**src/rtl/cnmd_pkg.sv**
```systemverilog
package cnmd_pkg;

	localparam int CT_W    = 17;
	localparam int BOUND_W = 16;
	localparam int DENS_W  = 16;
	localparam int MED_W   = 3;
	localparam int BAND_W  = 48;
	localparam int IDX_W   = 3;

	// Divider operand widths: dividend is 2*|num| + |width|, divisor 2*|width|
	localparam int DVD_W = 34;
	localparam int DVS_W = 17;

	localparam logic [IDX_W-1:0] REG_MEDIA_COUNT = 3'd0;
	localparam logic [IDX_W-1:0] REG_BAND_0      = 3'd1;

	// Band packing
	localparam int UP_MSB  = 47;
	localparam int UP_LSB  = 32;
	localparam int DLO_MSB = 31;
	localparam int DLO_LSB = 16;
	localparam int DHI_MSB = 15;

	typedef struct packed {
		logic signed [CT_W-1:0] ct;
		logic                   found;
		logic [MED_W-1:0]       w;
		logic [BOUND_W-1:0]     lo;
		logic [BOUND_W-1:0]     up;
		logic [DENS_W-1:0]      dlo;
		logic [DENS_W-1:0]      dhi;
		logic [BOUND_W-1:0]     prev;
	} token_t;

endpackage

```
**src/rtl/cnmd_ifs.sv**
```systemverilog
interface cnmd_in_if;
	import cnmd_pkg::*;
	logic                   valid;
	logic                   ready;
	logic signed [CT_W-1:0] ct_value;
	modport source (output valid, output ct_value, input ready);
	modport sink (input valid, input ct_value, output ready);
endinterface

interface cnmd_out_if;
	import cnmd_pkg::*;
	logic              valid;
	logic              ready;
	logic [MED_W-1:0]  medium_index;
	logic [DENS_W-1:0] density;
	logic              saturated;
	modport source (output valid, output medium_index, output density, output saturated,
		input ready);
	modport sink (input valid, input medium_index, input density, input saturated,
		output ready);
endinterface

interface cnmd_cfg_if;
	import cnmd_pkg::*;
	logic              valid;
	logic              ready;
	logic [IDX_W-1:0]  index;
	logic [BAND_W-1:0] data;
	modport source (output valid, output index, output data, input ready);
	modport sink (input valid, input index, input data, output ready);
endinterface

```
**src/rtl/cnmd_cell.sv**
```systemverilog
module cnmd_cell #(
	parameter logic [2:0] INDEX = 3'd0
) (
	input  logic                              clk,
	input  logic                              arst_n,
	input  logic                              band_we,
	input  logic [cnmd_pkg::BAND_W-1:0]       band_data,
	input  logic [cnmd_pkg::MED_W-1:0]        band_cnt,
	input  logic [cnmd_pkg::BOUND_W-1:0]      last_upper,
	input  logic                              tok_v,
	input  cnmd_pkg::token_t                  tok,
	output logic                              tok_v_s1,
	output cnmd_pkg::token_t                  tok_s1,
	output logic [cnmd_pkg::BOUND_W-1:0]      upper
);
	import cnmd_pkg::*;

	logic [BAND_W-1:0] band_q;
	logic              in_use, is_last, match, brk, sel;
	logic signed [CT_W-1:0] prev_s, up_s, last_s;
	token_t            nxt;

	assign upper  = band_q[UP_MSB:UP_LSB];
	assign prev_s = $signed({1'b0, tok.prev});
	assign up_s   = $signed({1'b0, upper});
	assign last_s = $signed({1'b0, last_upper});

	always_comb begin
		in_use  = INDEX < band_cnt;
		is_last = INDEX == band_cnt - 3'd1;
		match   = (tok.ct >= prev_s) && (tok.ct < up_s);
		// negative or beyond the last bound: cell 0 always takes it
		brk     = (tok.ct < 0) || (tok.ct > last_s);
		sel     = !tok.found && in_use && (match || brk || is_last);
		nxt     = tok;
		if (sel) begin
			nxt.found = 1'b1;
			nxt.w     = INDEX;
			nxt.lo    = tok.prev;
			nxt.up    = upper;
			nxt.dlo   = band_q[DLO_MSB:DLO_LSB];
			nxt.dhi   = band_q[DHI_MSB:0];
		end
		if (in_use) begin
			nxt.prev = upper;
		end
	end

	always_ff @(posedge clk or negedge arst_n) begin
		if (!arst_n) begin
			band_q   <= '0;
			tok_v_s1 <= 1'b0;
		end else begin
			if (band_we) begin
				band_q <= band_data;
			end
			tok_v_s1 <= tok_v;
		end
	end

	always_ff @(posedge clk) begin
		tok_s1 <= nxt;
	end

endmodule

```
**src/rtl/cnmd_div.sv**
```systemverilog
module cnmd_div (
	input  logic                         clk,
	input  logic                         arst_n,
	input  logic                         start,
	input  logic [cnmd_pkg::DVD_W-1:0]   dividend,
	input  logic [cnmd_pkg::DVS_W-1:0]   divisor,
	output logic                         busy,
	output logic                         done,
	output logic [cnmd_pkg::DVD_W-1:0]   quotient
);
	import cnmd_pkg::*;

	localparam int CNT_W = $clog2(DVD_W + 1);

	logic [DVS_W-1:0] rem_q, dvs_q;
	logic [DVD_W-1:0] quo_q;
	logic [CNT_W-1:0] cnt_q;
	logic             busy_q, done_q;
	logic [DVS_W:0]   trial, diff;
	logic             ge;

	assign trial    = {rem_q, quo_q[DVD_W-1]};
	assign ge       = trial >= {1'b0, dvs_q};
	assign diff     = trial - {1'b0, dvs_q};
	assign busy     = busy_q;
	assign done     = done_q;
	assign quotient = quo_q;

	always_ff @(posedge clk or negedge arst_n) begin
		if (!arst_n) begin
			busy_q <= 1'b0;
			done_q <= 1'b0;
			cnt_q  <= '0;
		end else begin
			done_q <= 1'b0;
			if (start) begin
				busy_q <= 1'b1;
				cnt_q  <= CNT_W'(DVD_W);
			end else if (busy_q) begin
				cnt_q <= cnt_q - 1'b1;
				if (cnt_q == CNT_W'(1)) begin
					busy_q <= 1'b0;
					done_q <= 1'b1;
				end
			end
		end
	end

	// one quotient bit a cycle, restoring
	always_ff @(posedge clk) begin
		if (start) begin
			rem_q <= '0;
			quo_q <= dividend;
			dvs_q <= divisor;
		end else if (busy_q) begin
			rem_q <= ge ? diff[DVS_W-1:0] : trial[DVS_W-1:0];
			quo_q <= {quo_q[DVD_W-2:0], ge};
		end
	end

endmodule

```
**src/rtl/ct_number_to_medium_density.sv**
```systemverilog
// CT number to medium and density. Each voxel's CT number walks down a row of
// band cells, one cell a cycle; every cell holds one calibration band and the
// first band whose range holds the value (or the last band in use) claims the
// item; a negative value or one beyond the last band's bound goes to the first
// band. A 17x18 multiply then forms (dhi - dlo) * (ct - lo), and a one bit a
// cycle restoring divider divides by the band width with round half away from
// zero. The divider is skipped for negative CT numbers and zero-width bands.
// One item is in flight at a time; a finished result sits in the output
// register while the next voxel is taken. Configuration writes are accepted
// every cycle and must only arrive while the block is idle.
module ct_number_to_medium_density #(
	parameter int MEDIA_MAX = 6
) (
	input logic          clk,
	input logic          arst_n,
	cnmd_in_if.sink      in_ch,
	cnmd_out_if.source   out_ch,
	cnmd_cfg_if.sink     cfg_ch
);
	import cnmd_pkg::*;

	localparam logic [MED_W-1:0] MAX_CNT = MED_W'(MEDIA_MAX);

	typedef enum logic [2:0] {S_IDLE, S_CHAIN, S_MUL, S_PREP, S_DIV, S_FIN} state_t;

	state_t state_q;

	logic [MED_W-1:0]   media_count_q, band_cnt;
	logic [BOUND_W-1:0] last_upper;
	logic [BOUND_W-1:0] uppers [MEDIA_MAX];
	logic               tok_v [MEDIA_MAX+1];
	token_t             tok [MEDIA_MAX+1];
	logic               cfg_fire, in_fire;

	token_t                   item_q;
	logic signed [34:0]       num_q;
	logic signed [BOUND_W:0]  width_q;
	logic [DVD_W-1:0]         dividend;
	logic [DVS_W-1:0]         divisor;
	logic [33:0]              an;
	logic [BOUND_W-1:0]       ad;
	logic                     neg_q, bypass;
	logic                     div_start, div_busy, div_done;
	logic [DVD_W-1:0]         quo;
	logic signed [DVD_W+1:0]  dens_full;
	logic [DENS_W-1:0]        dens_q;
	logic                     sat_q;
	logic signed [BOUND_W:0]  diff_d;
	logic signed [CT_W:0]     diff_ct;

	logic              out_v_q;
	logic [MED_W-1:0]  out_med_q;
	logic [DENS_W-1:0] out_dens_q;
	logic              out_sat_q;

	assign cfg_ch.ready = 1'b1;
	assign cfg_fire     = cfg_ch.valid && cfg_ch.ready;
	assign in_ch.ready  = state_q == S_IDLE;
	assign in_fire      = in_ch.valid && in_ch.ready;

	assign out_ch.valid        = out_v_q;
	assign out_ch.medium_index = out_med_q;
	assign out_ch.density      = out_dens_q;
	assign out_ch.saturated    = out_sat_q;

	// clamp the band count to 1..MEDIA_MAX
	always_comb begin
		if (media_count_q == '0) begin
			band_cnt = MED_W'(1);
		end else if (media_count_q > MAX_CNT) begin
			band_cnt = MAX_CNT;
		end else begin
			band_cnt = media_count_q;
		end
	end

	always_comb begin
		last_upper = '0;
		for (int i = 0; i < MEDIA_MAX; i++) begin
			if (MED_W'(i) == band_cnt - 3'd1) begin
				last_upper = uppers[i];
			end
		end
	end

	// head of the chain: a fresh item with nothing found yet
	always_comb begin
		tok[0]       = '0;
		tok[0].ct    = in_ch.ct_value;
		tok_v[0]     = in_fire;
	end

	for (genvar g = 0; g < MEDIA_MAX; g++) begin : g_cell
		cnmd_cell #(.INDEX(3'(g))) u_cell (
			.clk        (clk),
			.arst_n     (arst_n),
			.band_we    (cfg_fire && cfg_ch.index == IDX_W'(REG_BAND_0 + 3'(g))),
			.band_data  (cfg_ch.data),
			.band_cnt   (band_cnt),
			.last_upper (last_upper),
			.tok_v      (tok_v[g]),
			.tok        (tok[g]),
			.tok_v_s1   (tok_v[g+1]),
			.tok_s1     (tok[g+1]),
			.upper      (uppers[g])
		);
	end

	// factors of the product for the chosen band
	assign diff_d  = $signed({1'b0, item_q.dhi}) - $signed({1'b0, item_q.dlo});
	assign diff_ct = $signed({item_q.ct[CT_W-1], item_q.ct}) - $signed({2'b0, item_q.lo});

	// magnitudes, and the rounding offset folded into the dividend
	assign an       = num_q < 0 ? 34'(-num_q) : num_q[33:0];
	assign ad       = width_q < 0 ? BOUND_W'(-width_q) : width_q[BOUND_W-1:0];
	assign dividend = {an[32:0], 1'b0} + DVD_W'(ad);
	assign divisor  = {ad, 1'b0};
	assign bypass   = item_q.ct < 0 || width_q == '0;
	assign div_start = state_q == S_PREP && !bypass;

	cnmd_div u_div (
		.clk      (clk),
		.arst_n   (arst_n),
		.start    (div_start),
		.dividend (dividend),
		.divisor  (divisor),
		.busy     (div_busy),
		.done     (div_done),
		.quotient (quo)
	);

	assign dens_full = neg_q ? $signed({2'b0, item_q.dlo}) - $signed({2'b0, quo})
	                         : $signed({2'b0, item_q.dlo}) + $signed({2'b0, quo});

	always_ff @(posedge clk or negedge arst_n) begin
		if (!arst_n) begin
			state_q       <= S_IDLE;
			media_count_q <= MED_W'(1);
			out_v_q       <= 1'b0;
		end else begin
			if (cfg_fire && cfg_ch.index == REG_MEDIA_COUNT) begin
				media_count_q <= cfg_ch.data[MED_W-1:0];
			end
			// load a finished result, or drop the one just taken
			if (state_q == S_FIN && (!out_v_q || out_ch.ready)) begin
				out_v_q <= 1'b1;
			end else if (out_ch.ready) begin
				out_v_q <= 1'b0;
			end
			case (state_q)
				S_IDLE: begin
					if (in_fire) begin
						state_q <= S_CHAIN;
					end
				end
				S_CHAIN: begin
					if (tok_v[MEDIA_MAX]) begin
						state_q <= S_MUL;
					end
				end
				S_MUL: begin
					state_q <= S_PREP;
				end
				S_PREP: begin
					state_q <= bypass ? S_FIN : S_DIV;
				end
				S_DIV: begin
					if (div_done) begin
						state_q <= S_FIN;
					end
				end
				S_FIN: begin
					// hand over once the output register is free
					if (!out_v_q || out_ch.ready) begin
						state_q <= S_IDLE;
					end
				end
				default: begin
					state_q <= S_IDLE;
				end
			endcase
		end
	end

	always_ff @(posedge clk) begin
		if (state_q == S_CHAIN && tok_v[MEDIA_MAX]) begin
			item_q <= tok[MEDIA_MAX];
		end
		if (state_q == S_MUL) begin
			num_q   <= 35'(diff_d * diff_ct);
			width_q <= $signed({1'b0, item_q.up}) - $signed({1'b0, item_q.lo});
		end
		if (state_q == S_PREP) begin
			neg_q  <= (num_q < 0) != (width_q < 0);
			dens_q <= item_q.dlo;
			sat_q  <= 1'b0;
		end
		if (state_q == S_DIV && div_done) begin
			if (dens_full < 0) begin
				dens_q <= '0;
				sat_q  <= 1'b1;
			end else if (dens_full > $signed({2'b0, {DVD_W-DENS_W{1'b0}}, {DENS_W{1'b1}}})) begin
				dens_q <= '1;
				sat_q  <= 1'b1;
			end else begin
				dens_q <= dens_full[DENS_W-1:0];
				sat_q  <= 1'b0;
			end
		end
		if (state_q == S_FIN && (!out_v_q || out_ch.ready)) begin
			out_med_q  <= item_q.w;
			out_dens_q <= dens_q;
			out_sat_q  <= sat_q;
		end
	end

	// a result never names a band beyond those in use
	a_med_range: assert property (@(posedge clk) disable iff (!arst_n)
		out_ch.valid |-> out_ch.medium_index < band_cnt)
		else $error("medium index beyond bands in use");

	// clamping only ever lands on the ends of the range
	a_sat_ends: assert property (@(posedge clk) disable iff (!arst_n)
		out_ch.valid && out_ch.saturated |-> out_ch.density == '0 || out_ch.density == '1)
		else $error("saturated density not at a limit");

	// the divider is quiet whenever a new voxel may be taken
	a_div_idle: assert property (@(posedge clk) disable iff (!arst_n)
		in_ch.ready |-> !div_busy)
		else $error("divider busy while idle");

	// after a transfer in, the next voxel waits until this one is done
	a_one_item: assert property (@(posedge clk) disable iff (!arst_n)
		in_ch.valid && in_ch.ready |=> !in_ch.ready)
		else $error("second voxel taken while one in flight");

endmodule

```
**src/flat_wrapper.sv**
```systemverilog
// flat-port wrapper written by rule: the top's interface ports become plain ports
module ct_number_to_medium_density_flat import cnmd_pkg::*;
#(
	parameter int MEDIA_MAX = 6
)
  (clk, arst_n, in_ch_valid, in_ch_ct_value, in_ch_ready, out_ch_valid, out_ch_medium_index, out_ch_density, out_ch_saturated, out_ch_ready, cfg_ch_valid, cfg_ch_index, cfg_ch_data, cfg_ch_ready);
  cnmd_in_if in_ch_i ();
  cnmd_out_if out_ch_i ();
  cnmd_cfg_if cfg_ch_i ();
  input logic clk;
  input logic arst_n;
  input wire logic [$bits(in_ch_i.valid)-1:0] in_ch_valid;
  input wire logic [$bits(in_ch_i.ct_value)-1:0] in_ch_ct_value;
  output wire logic [$bits(in_ch_i.ready)-1:0] in_ch_ready;
  output wire logic [$bits(out_ch_i.valid)-1:0] out_ch_valid;
  output wire logic [$bits(out_ch_i.medium_index)-1:0] out_ch_medium_index;
  output wire logic [$bits(out_ch_i.density)-1:0] out_ch_density;
  output wire logic [$bits(out_ch_i.saturated)-1:0] out_ch_saturated;
  input wire logic [$bits(out_ch_i.ready)-1:0] out_ch_ready;
  input wire logic [$bits(cfg_ch_i.valid)-1:0] cfg_ch_valid;
  input wire logic [$bits(cfg_ch_i.index)-1:0] cfg_ch_index;
  input wire logic [$bits(cfg_ch_i.data)-1:0] cfg_ch_data;
  output wire logic [$bits(cfg_ch_i.ready)-1:0] cfg_ch_ready;
  assign in_ch_i.valid = in_ch_valid;
  assign in_ch_i.ct_value = in_ch_ct_value;
  assign in_ch_ready = in_ch_i.ready;
  assign out_ch_valid = out_ch_i.valid;
  assign out_ch_medium_index = out_ch_i.medium_index;
  assign out_ch_density = out_ch_i.density;
  assign out_ch_saturated = out_ch_i.saturated;
  assign out_ch_i.ready = out_ch_ready;
  assign cfg_ch_i.valid = cfg_ch_valid;
  assign cfg_ch_i.index = cfg_ch_index;
  assign cfg_ch_i.data = cfg_ch_data;
  assign cfg_ch_ready = cfg_ch_i.ready;
  ct_number_to_medium_density #(.MEDIA_MAX(MEDIA_MAX)) u_core (.clk(clk), .arst_n(arst_n), .in_ch(in_ch_i), .out_ch(out_ch_i), .cfg_ch(cfg_ch_i));
endmodule
```
**config.mk**
```make
export PLATFORM = sky130hd
export DESIGN_NAME = ct_number_to_medium_density_flat
export DESIGN_NICKNAME = d
export VERILOG_FILES = /design/src/rtl/cnmd_pkg.sv /design/src/rtl/cnmd_ifs.sv /design/src/rtl/cnmd_cell.sv /design/src/rtl/cnmd_div.sv /design/src/rtl/ct_number_to_medium_density.sv /design/src/flat_wrapper.sv
export SDC_FILE = /design/constraint.sdc
export NUM_CORES = 2
export LEC_CHECK = 0
export ABC_AREA = 1
export BUFFER_PORTS_ARGS = -buffer_cell sky130_fd_sc_hd__buf_4
export CAP_MARGIN = 20
export CORE_ASPECT_RATIO = 0.5
export CORE_MARGIN = 2
export CORE_UTILIZATION = 35
export CTS_CLUSTER_DIAMETER = 40
export DETAILED_ROUTE_END_ITERATION = 7
export GPL_TIMING_DRIVEN = 0
export SLEW_MARGIN = 5
export SYNTH_ARGS = -nofsm -noshare
export SYNTH_HDL_FRONTEND = slang
export SYNTH_HIERARCHICAL = 1
export SYNTH_SLANG_ARGS = --single-unit
```
**constraint.sdc**
```tcl
create_clock -name clk -period 8.25 [get_ports clk]
set_input_delay 0.825 -clock clk [delete_from_list [all_inputs] [get_ports clk]]
set_output_delay 0.825 -clock clk [all_outputs]
set_load 0.02 [all_outputs]
```
==> Yosys cells after proc, flatten, opt, wreduce, memory -nomap -nowiden <==
Cells that the tools add are included.
{ "word_totals": {"register_bits": 1139, "elab_cells": 265} }
{ "op_classes": {"n_addsub": 11, "multipliers": 1, "order_cmp": 37, "eq_ne": 22, "mux": 48, "reduce_logical": 65} }
{ "op_table": {"columns": ["op", "n"], "rows": [
  ["64-bit two-way mux", 5],
  ["16-bit two-way mux", 15],
  ["17-bit by 1-bit < comparator with 1-bit output, second input constant", 8],
  ["17-bit greater-than comparator", 6],
  ["17-bit < comparator", 6],
  ["17-bit >= comparator", 5],
  ["34-bit two-way mux", 2],
  ["68-bit two-way mux", 1],
  ["36-bit by 17-bit greater-than comparator with 1-bit output, second input constant", 1],
  ["36-bit by 1-bit < comparator with 1-bit output, second input constant", 1],
  ["36-bit two-way mux", 1],
  ["16-bit by 34-bit adder with 35-bit output", 1],
  ["35-bit by 1-bit < comparator with 1-bit output, second input constant", 1],
  ["17-bit by 18-bit multiplier with 35-bit output", 1],
  ["16-bit by 34-bit subtractor with 35-bit output", 1],
  ["34-bit by 16-bit adder with 34-bit output", 1],
  ["16-bit by 16-bit subtractor with 17-bit output", 2],
  ["33-bit two-way mux", 1],
  ["33-bit negator", 1],
  ["1-bit logical AND", 29],
  ["1-bit logical OR", 20],
  ["18-bit by 17-bit >= comparator with 1-bit output", 1],
  ["3-bit two-way mux", 6],
  ["3-bit case mux with 6 select lines", 1],
  ["other kinds (27)", 67]
]} }

==> Longest topological paths before layout <==
{ "depth": {"word_depth": 17, "ltp_mapped": 38, "mapped_depth_nobuf": 38} }

==> Hierarchy <==
The synthesis kept the hierarchy.
{ "by_module_without_submodules": {"columns": ["mod", "instances", "cells_per_inst", "area_per_inst_um2", "seq_area_each_um2"], "rows": [
  ["ct_number_to_medium_density", 1, 3230, 25518.2, 5371.4],
  ["cnmd_cell (u_core.g_cell[1].u_cell)", 1, 736, 6411.1, 3248.1],
  ["cnmd_cell (u_core.g_cell[0].u_cell)", 1, 735, 6404.9, 3248.1],
  ["cnmd_cell (u_core.g_cell[5].u_cell)", 1, 733, 6384.9, 3248.1],
  ["cnmd_cell (u_core.g_cell[4].u_cell)", 1, 724, 6372.4, 3248.1],
  ["cnmd_cell (u_core.g_cell[3].u_cell)", 1, 723, 6371.1, 3248.1],
  ["cnmd_cell (u_core.g_cell[2].u_cell)", 1, 723, 6367.4, 3248.1],
  ["cnmd_div", 1, 562, 4359.2, 2072.0]
]} }

==> Worst setup path after synthesis <==
Ideal clock, no wire load.
{ "synth_path": {"kind": "flip-flop to flip-flop", "from": "reg u_core/item_q[66] (netlist name)", "to": "reg u_core.num_q[32] (data pin)", "t_arrival_ns": 7.221, "setup_slack_ns": 0.771, "stages_incl_launch_ff": 35, "n_path_buf": 1, "period_less_slack_ns": 7.479, "cell_sequence": "edfxtp_1 inv_1 ha_1 a21oi_1 o21ai_1 nand4_1 nand2_1 nand2_1 nand2_1 a21oi_1 o21ai_1 a21boi_0 or2_1 nand2_1 buf_2 a21oi_1 fa_1 inv_1 fa_1 inv_1 fa_1 fa_1 fa_1 inv_1 fa_1 inv_1 ha_1 nand2_1 nor2_1 nand2_1 nor4_1 nand2_1 o211ai_1 a31oi_1 xnor2_1"} }
{ "synth_via": {"elab_chain_cells": 2} }
{ "synth_lines": {"columns": ["item", "line", "text"], "rows": [
  ["start, declared", "ct_number_to_medium_density.sv:35", "token_t item_q;"],
  ["start signal, assigned", "ct_number_to_medium_density.sv:187", "item_q <= tok[MEDIA_MAX];"],
  ["17-bit by 17-bit subtractor with 18-bit output", "ct_number_to_medium_density.sv:111", "assign diff_ct = $signed({item_q.ct[CT_W-1], item_q.ct}) - $signed({2'b0, item_q.lo});"],
  ["17-bit by 18-bit multiplier with 35-bit output", "ct_number_to_medium_density.sv:190", "num_q <= 35'(diff_d * diff_ct);"],
  ["end signal, assigned", "ct_number_to_medium_density.sv:190", null],
  ["end, declared", "ct_number_to_medium_density.sv:36", "logic signed [34:0] num_q;"]
]} }
No other way between the ends.
A chain may end at the register's enable or synchronous reset.

==> Worst setup path in the final report <==
{ "layout_path": {"from": "reg u_core/item_q[32] (netlist name)", "to": "reg u_core.num_q[34] (data pin)"} }
{ "layout_via": {"elab_chain_cells": 2} }
{ "layout_lines": {"columns": ["item", "line", "text"], "rows": [
  ["16-bit by 16-bit subtractor with 17-bit output", "ct_number_to_medium_density.sv:110", "assign diff_d = $signed({1'b0, item_q.dhi}) - $signed({1'b0, item_q.dlo});"],
  ["17-bit by 18-bit multiplier with 35-bit output", "ct_number_to_medium_density.sv:190", null]
]} }
No other way between the ends.

==> flow_summary.ini <==
[critical_path]
crit_fanout = 10
crit_family = adder cells
crit_type = register to register
slowest_delay_ns = 0.58
critPathSlowestCell = fa_2
end_kind = register
cp.required_ns = 8.74
arrival_ns = 8.53
crit_path_frequent_cell = nand2_1
start_kind = register
cp_num_buf_inv = 9

[global_routing]
grt_pass1_wl_um = 299700
grt.overflow.total = 0
first_global_vias = 51420
track_usage_pct = 19.73
antenna_found_initial = 6
grt_max_degree = 106

[timing]
slew_headroom_pct = 20.92
finalSetupViolCount = 0
min_period_ns = 8.048
period_share_pct = 97.55
whs_ns = 0.1832
finalHoldViolations = 0
worst_pin_slew_ns = 1.186
fmax_mhz = 124.3
slew_violations = 0
finClkSkew_ns = 0.09170

[route]
wl_per_cell_um = 17.39
routed_via_density = 4.693
final_antenna_net_count = 0
first_pass_iters = 6
drt_iter0_markers = 3934
routed_wl_um = 195500
vias = 52770
route.detailed.drc = 0

[finish]
drive_above_1_share_pct = 11.64
final_common_cell = nand2_1
area_growth_syn_to_layout_pct = 15.33
final_cells = 11250
mostFrequentLayoutCells = nand2_1 (2299), inv_1 (1143), dfxtp_1 (606)
final_area_sq_mm = 0.07807
nets = 9398
utilization_pct = 40.51

[floorplan]
io_pins = 96
core.rowCount = 114
die_h_um = 315.0
initial_core_util_pct = 35.13
core_sq_mm = 0.1927
die_w_um = 625.9
dieArea_sq_mm = 0.1971

[yosys]
ys_warn_count = 6
synth_area_sq_mm = 0.06769
syn-instance-count = 8112
syn_avg_cell_area_sq_um = 8.344

[clocking]
clock_latency_ns = 0.79
cts_tree = built
clock_path_buffers = 3
ctsHtreeMaxLevel = 3
cts.sinks = 1139
cts-root-buf = clkbuf_16
cts_buffers = 120
clk_pin_slew_ns = 0.06

[place]
placedCellCount = 10960
gp_congestion = 0.9454
hpwl_um = 158400
dpl_cell_area_sq_mm = 0.07248
portBuffers = 94

[run]
drv_cap = 0

[status]
outcome = finished clean

[min_path]
min_path_type = input pin to register
## stage by stage
stage / TNS [ns] / worst slack, ns
2_1_floorplan: 0 / 0.7712
6_report: 0 / 0.2024
5_1_grt: -0.2094 / -0.1242
3_5_place_dp: -6.817 / -1.278
4_1_cts: -0.04101 / -0.04101
3_3_place_gp: -10.38 / -1.833
## final timing paths
path                                                  start                                  to  slack [ns]  depth (start not counted)
min reg2reg                u_core/g_cell[0].u_cell/tok_v_s1    u_core/g_cell[1].u_cell/tok_v_s1        0.35                          0
max in group asynchronous                            arst_n  u_core/g_cell[1].u_cell/band_q[42]        6.38                          4
max                                       u_core/item_q[32]                    u_core/num_q[34]        0.20                         36
min                                      in_ch_ct_value[12]  u_core/g_cell[0].u_cell/tok_s1[96]        0.18                          1
max reg2reg                               u_core/item_q[32]                    u_core/num_q[34]        0.20                         36
min in group asynchronous                            arst_n                 u_core/out_ch.valid        0.53                          2
## metal layers
| layer | vias to the layer above | part of all wire, % | track usage (%) |
|---|---|---|---|
| met4 | 0 | 4.1 | 7.520 |
| met5 | - | 0 | 0 |
| met3 | 352 | 5.1 | 2.535 |
| met2 | 1319 | 45 | 32.00 |
| met1 | 24830 | 46 | 26.88 |
| li1 | 26270 | - | - |
## timing repair
item | in CTS | in global routing
gates resized for setup | 66 | 107
hold endpoints to repair | 24 | 0
cloned | 0 | 1
buffers inserted | 18 | 32
pin swaps | 11 | 61
setup endpoints to repair | 15 | 12
hold buffers | 1 | 0
## sequential cells by signal, indices dropped and copies added (netlist names), 3 cells and up
| name | count |
|---|---|
| u_core/num_q | 34 |
| u_core/u_div/quotient | 34 |
| u_core/g_cell.u_cell/band_q | 288 |
| u_core/state_q | 3 |
| u_core/item_q | 84 |
| u_core/g_cell.u_cell/tok_s1 | 589 |
| u_core/g_cell.u_cell/tok_v_s1 | 6 |
| u_core/dens_q | 16 |
| u_core/out_ch.density | 16 |
| u_core/u_div/rem_q | 17 |
| u_core/u_div/cnt_q | 6 |
| u_core/out_ch.medium_index | 3 |
| u_core/media_count_q | 3 |
| u_core/width_q | 17 |
| u_core/u_div/dvs_q | 17 |
## area by class of cell
| class | count | area [sq um] |
|---|---|---|
| fill | 19370 | 114600 |
| clock buffer | 150 | 3276 |
| antenna | 7 | 17.52 |
| sequential | 1139 | 26590 |
| timing repair inverter | 1 | 6.256 |
| tap | 2610 | 3266 |
| timing repair buffer | 168 | 1470 |
| clock inverter | 80 | 1145 |
| multi-input combinational | 5550 | 35650 |
| inverter | 1186 | 4483 |
| buffer | 354 | 2160 |
Power is left out: the tool's default activity adds up to more than one toggle a clock period on the data nets, which glitch-free logic cannot reach.
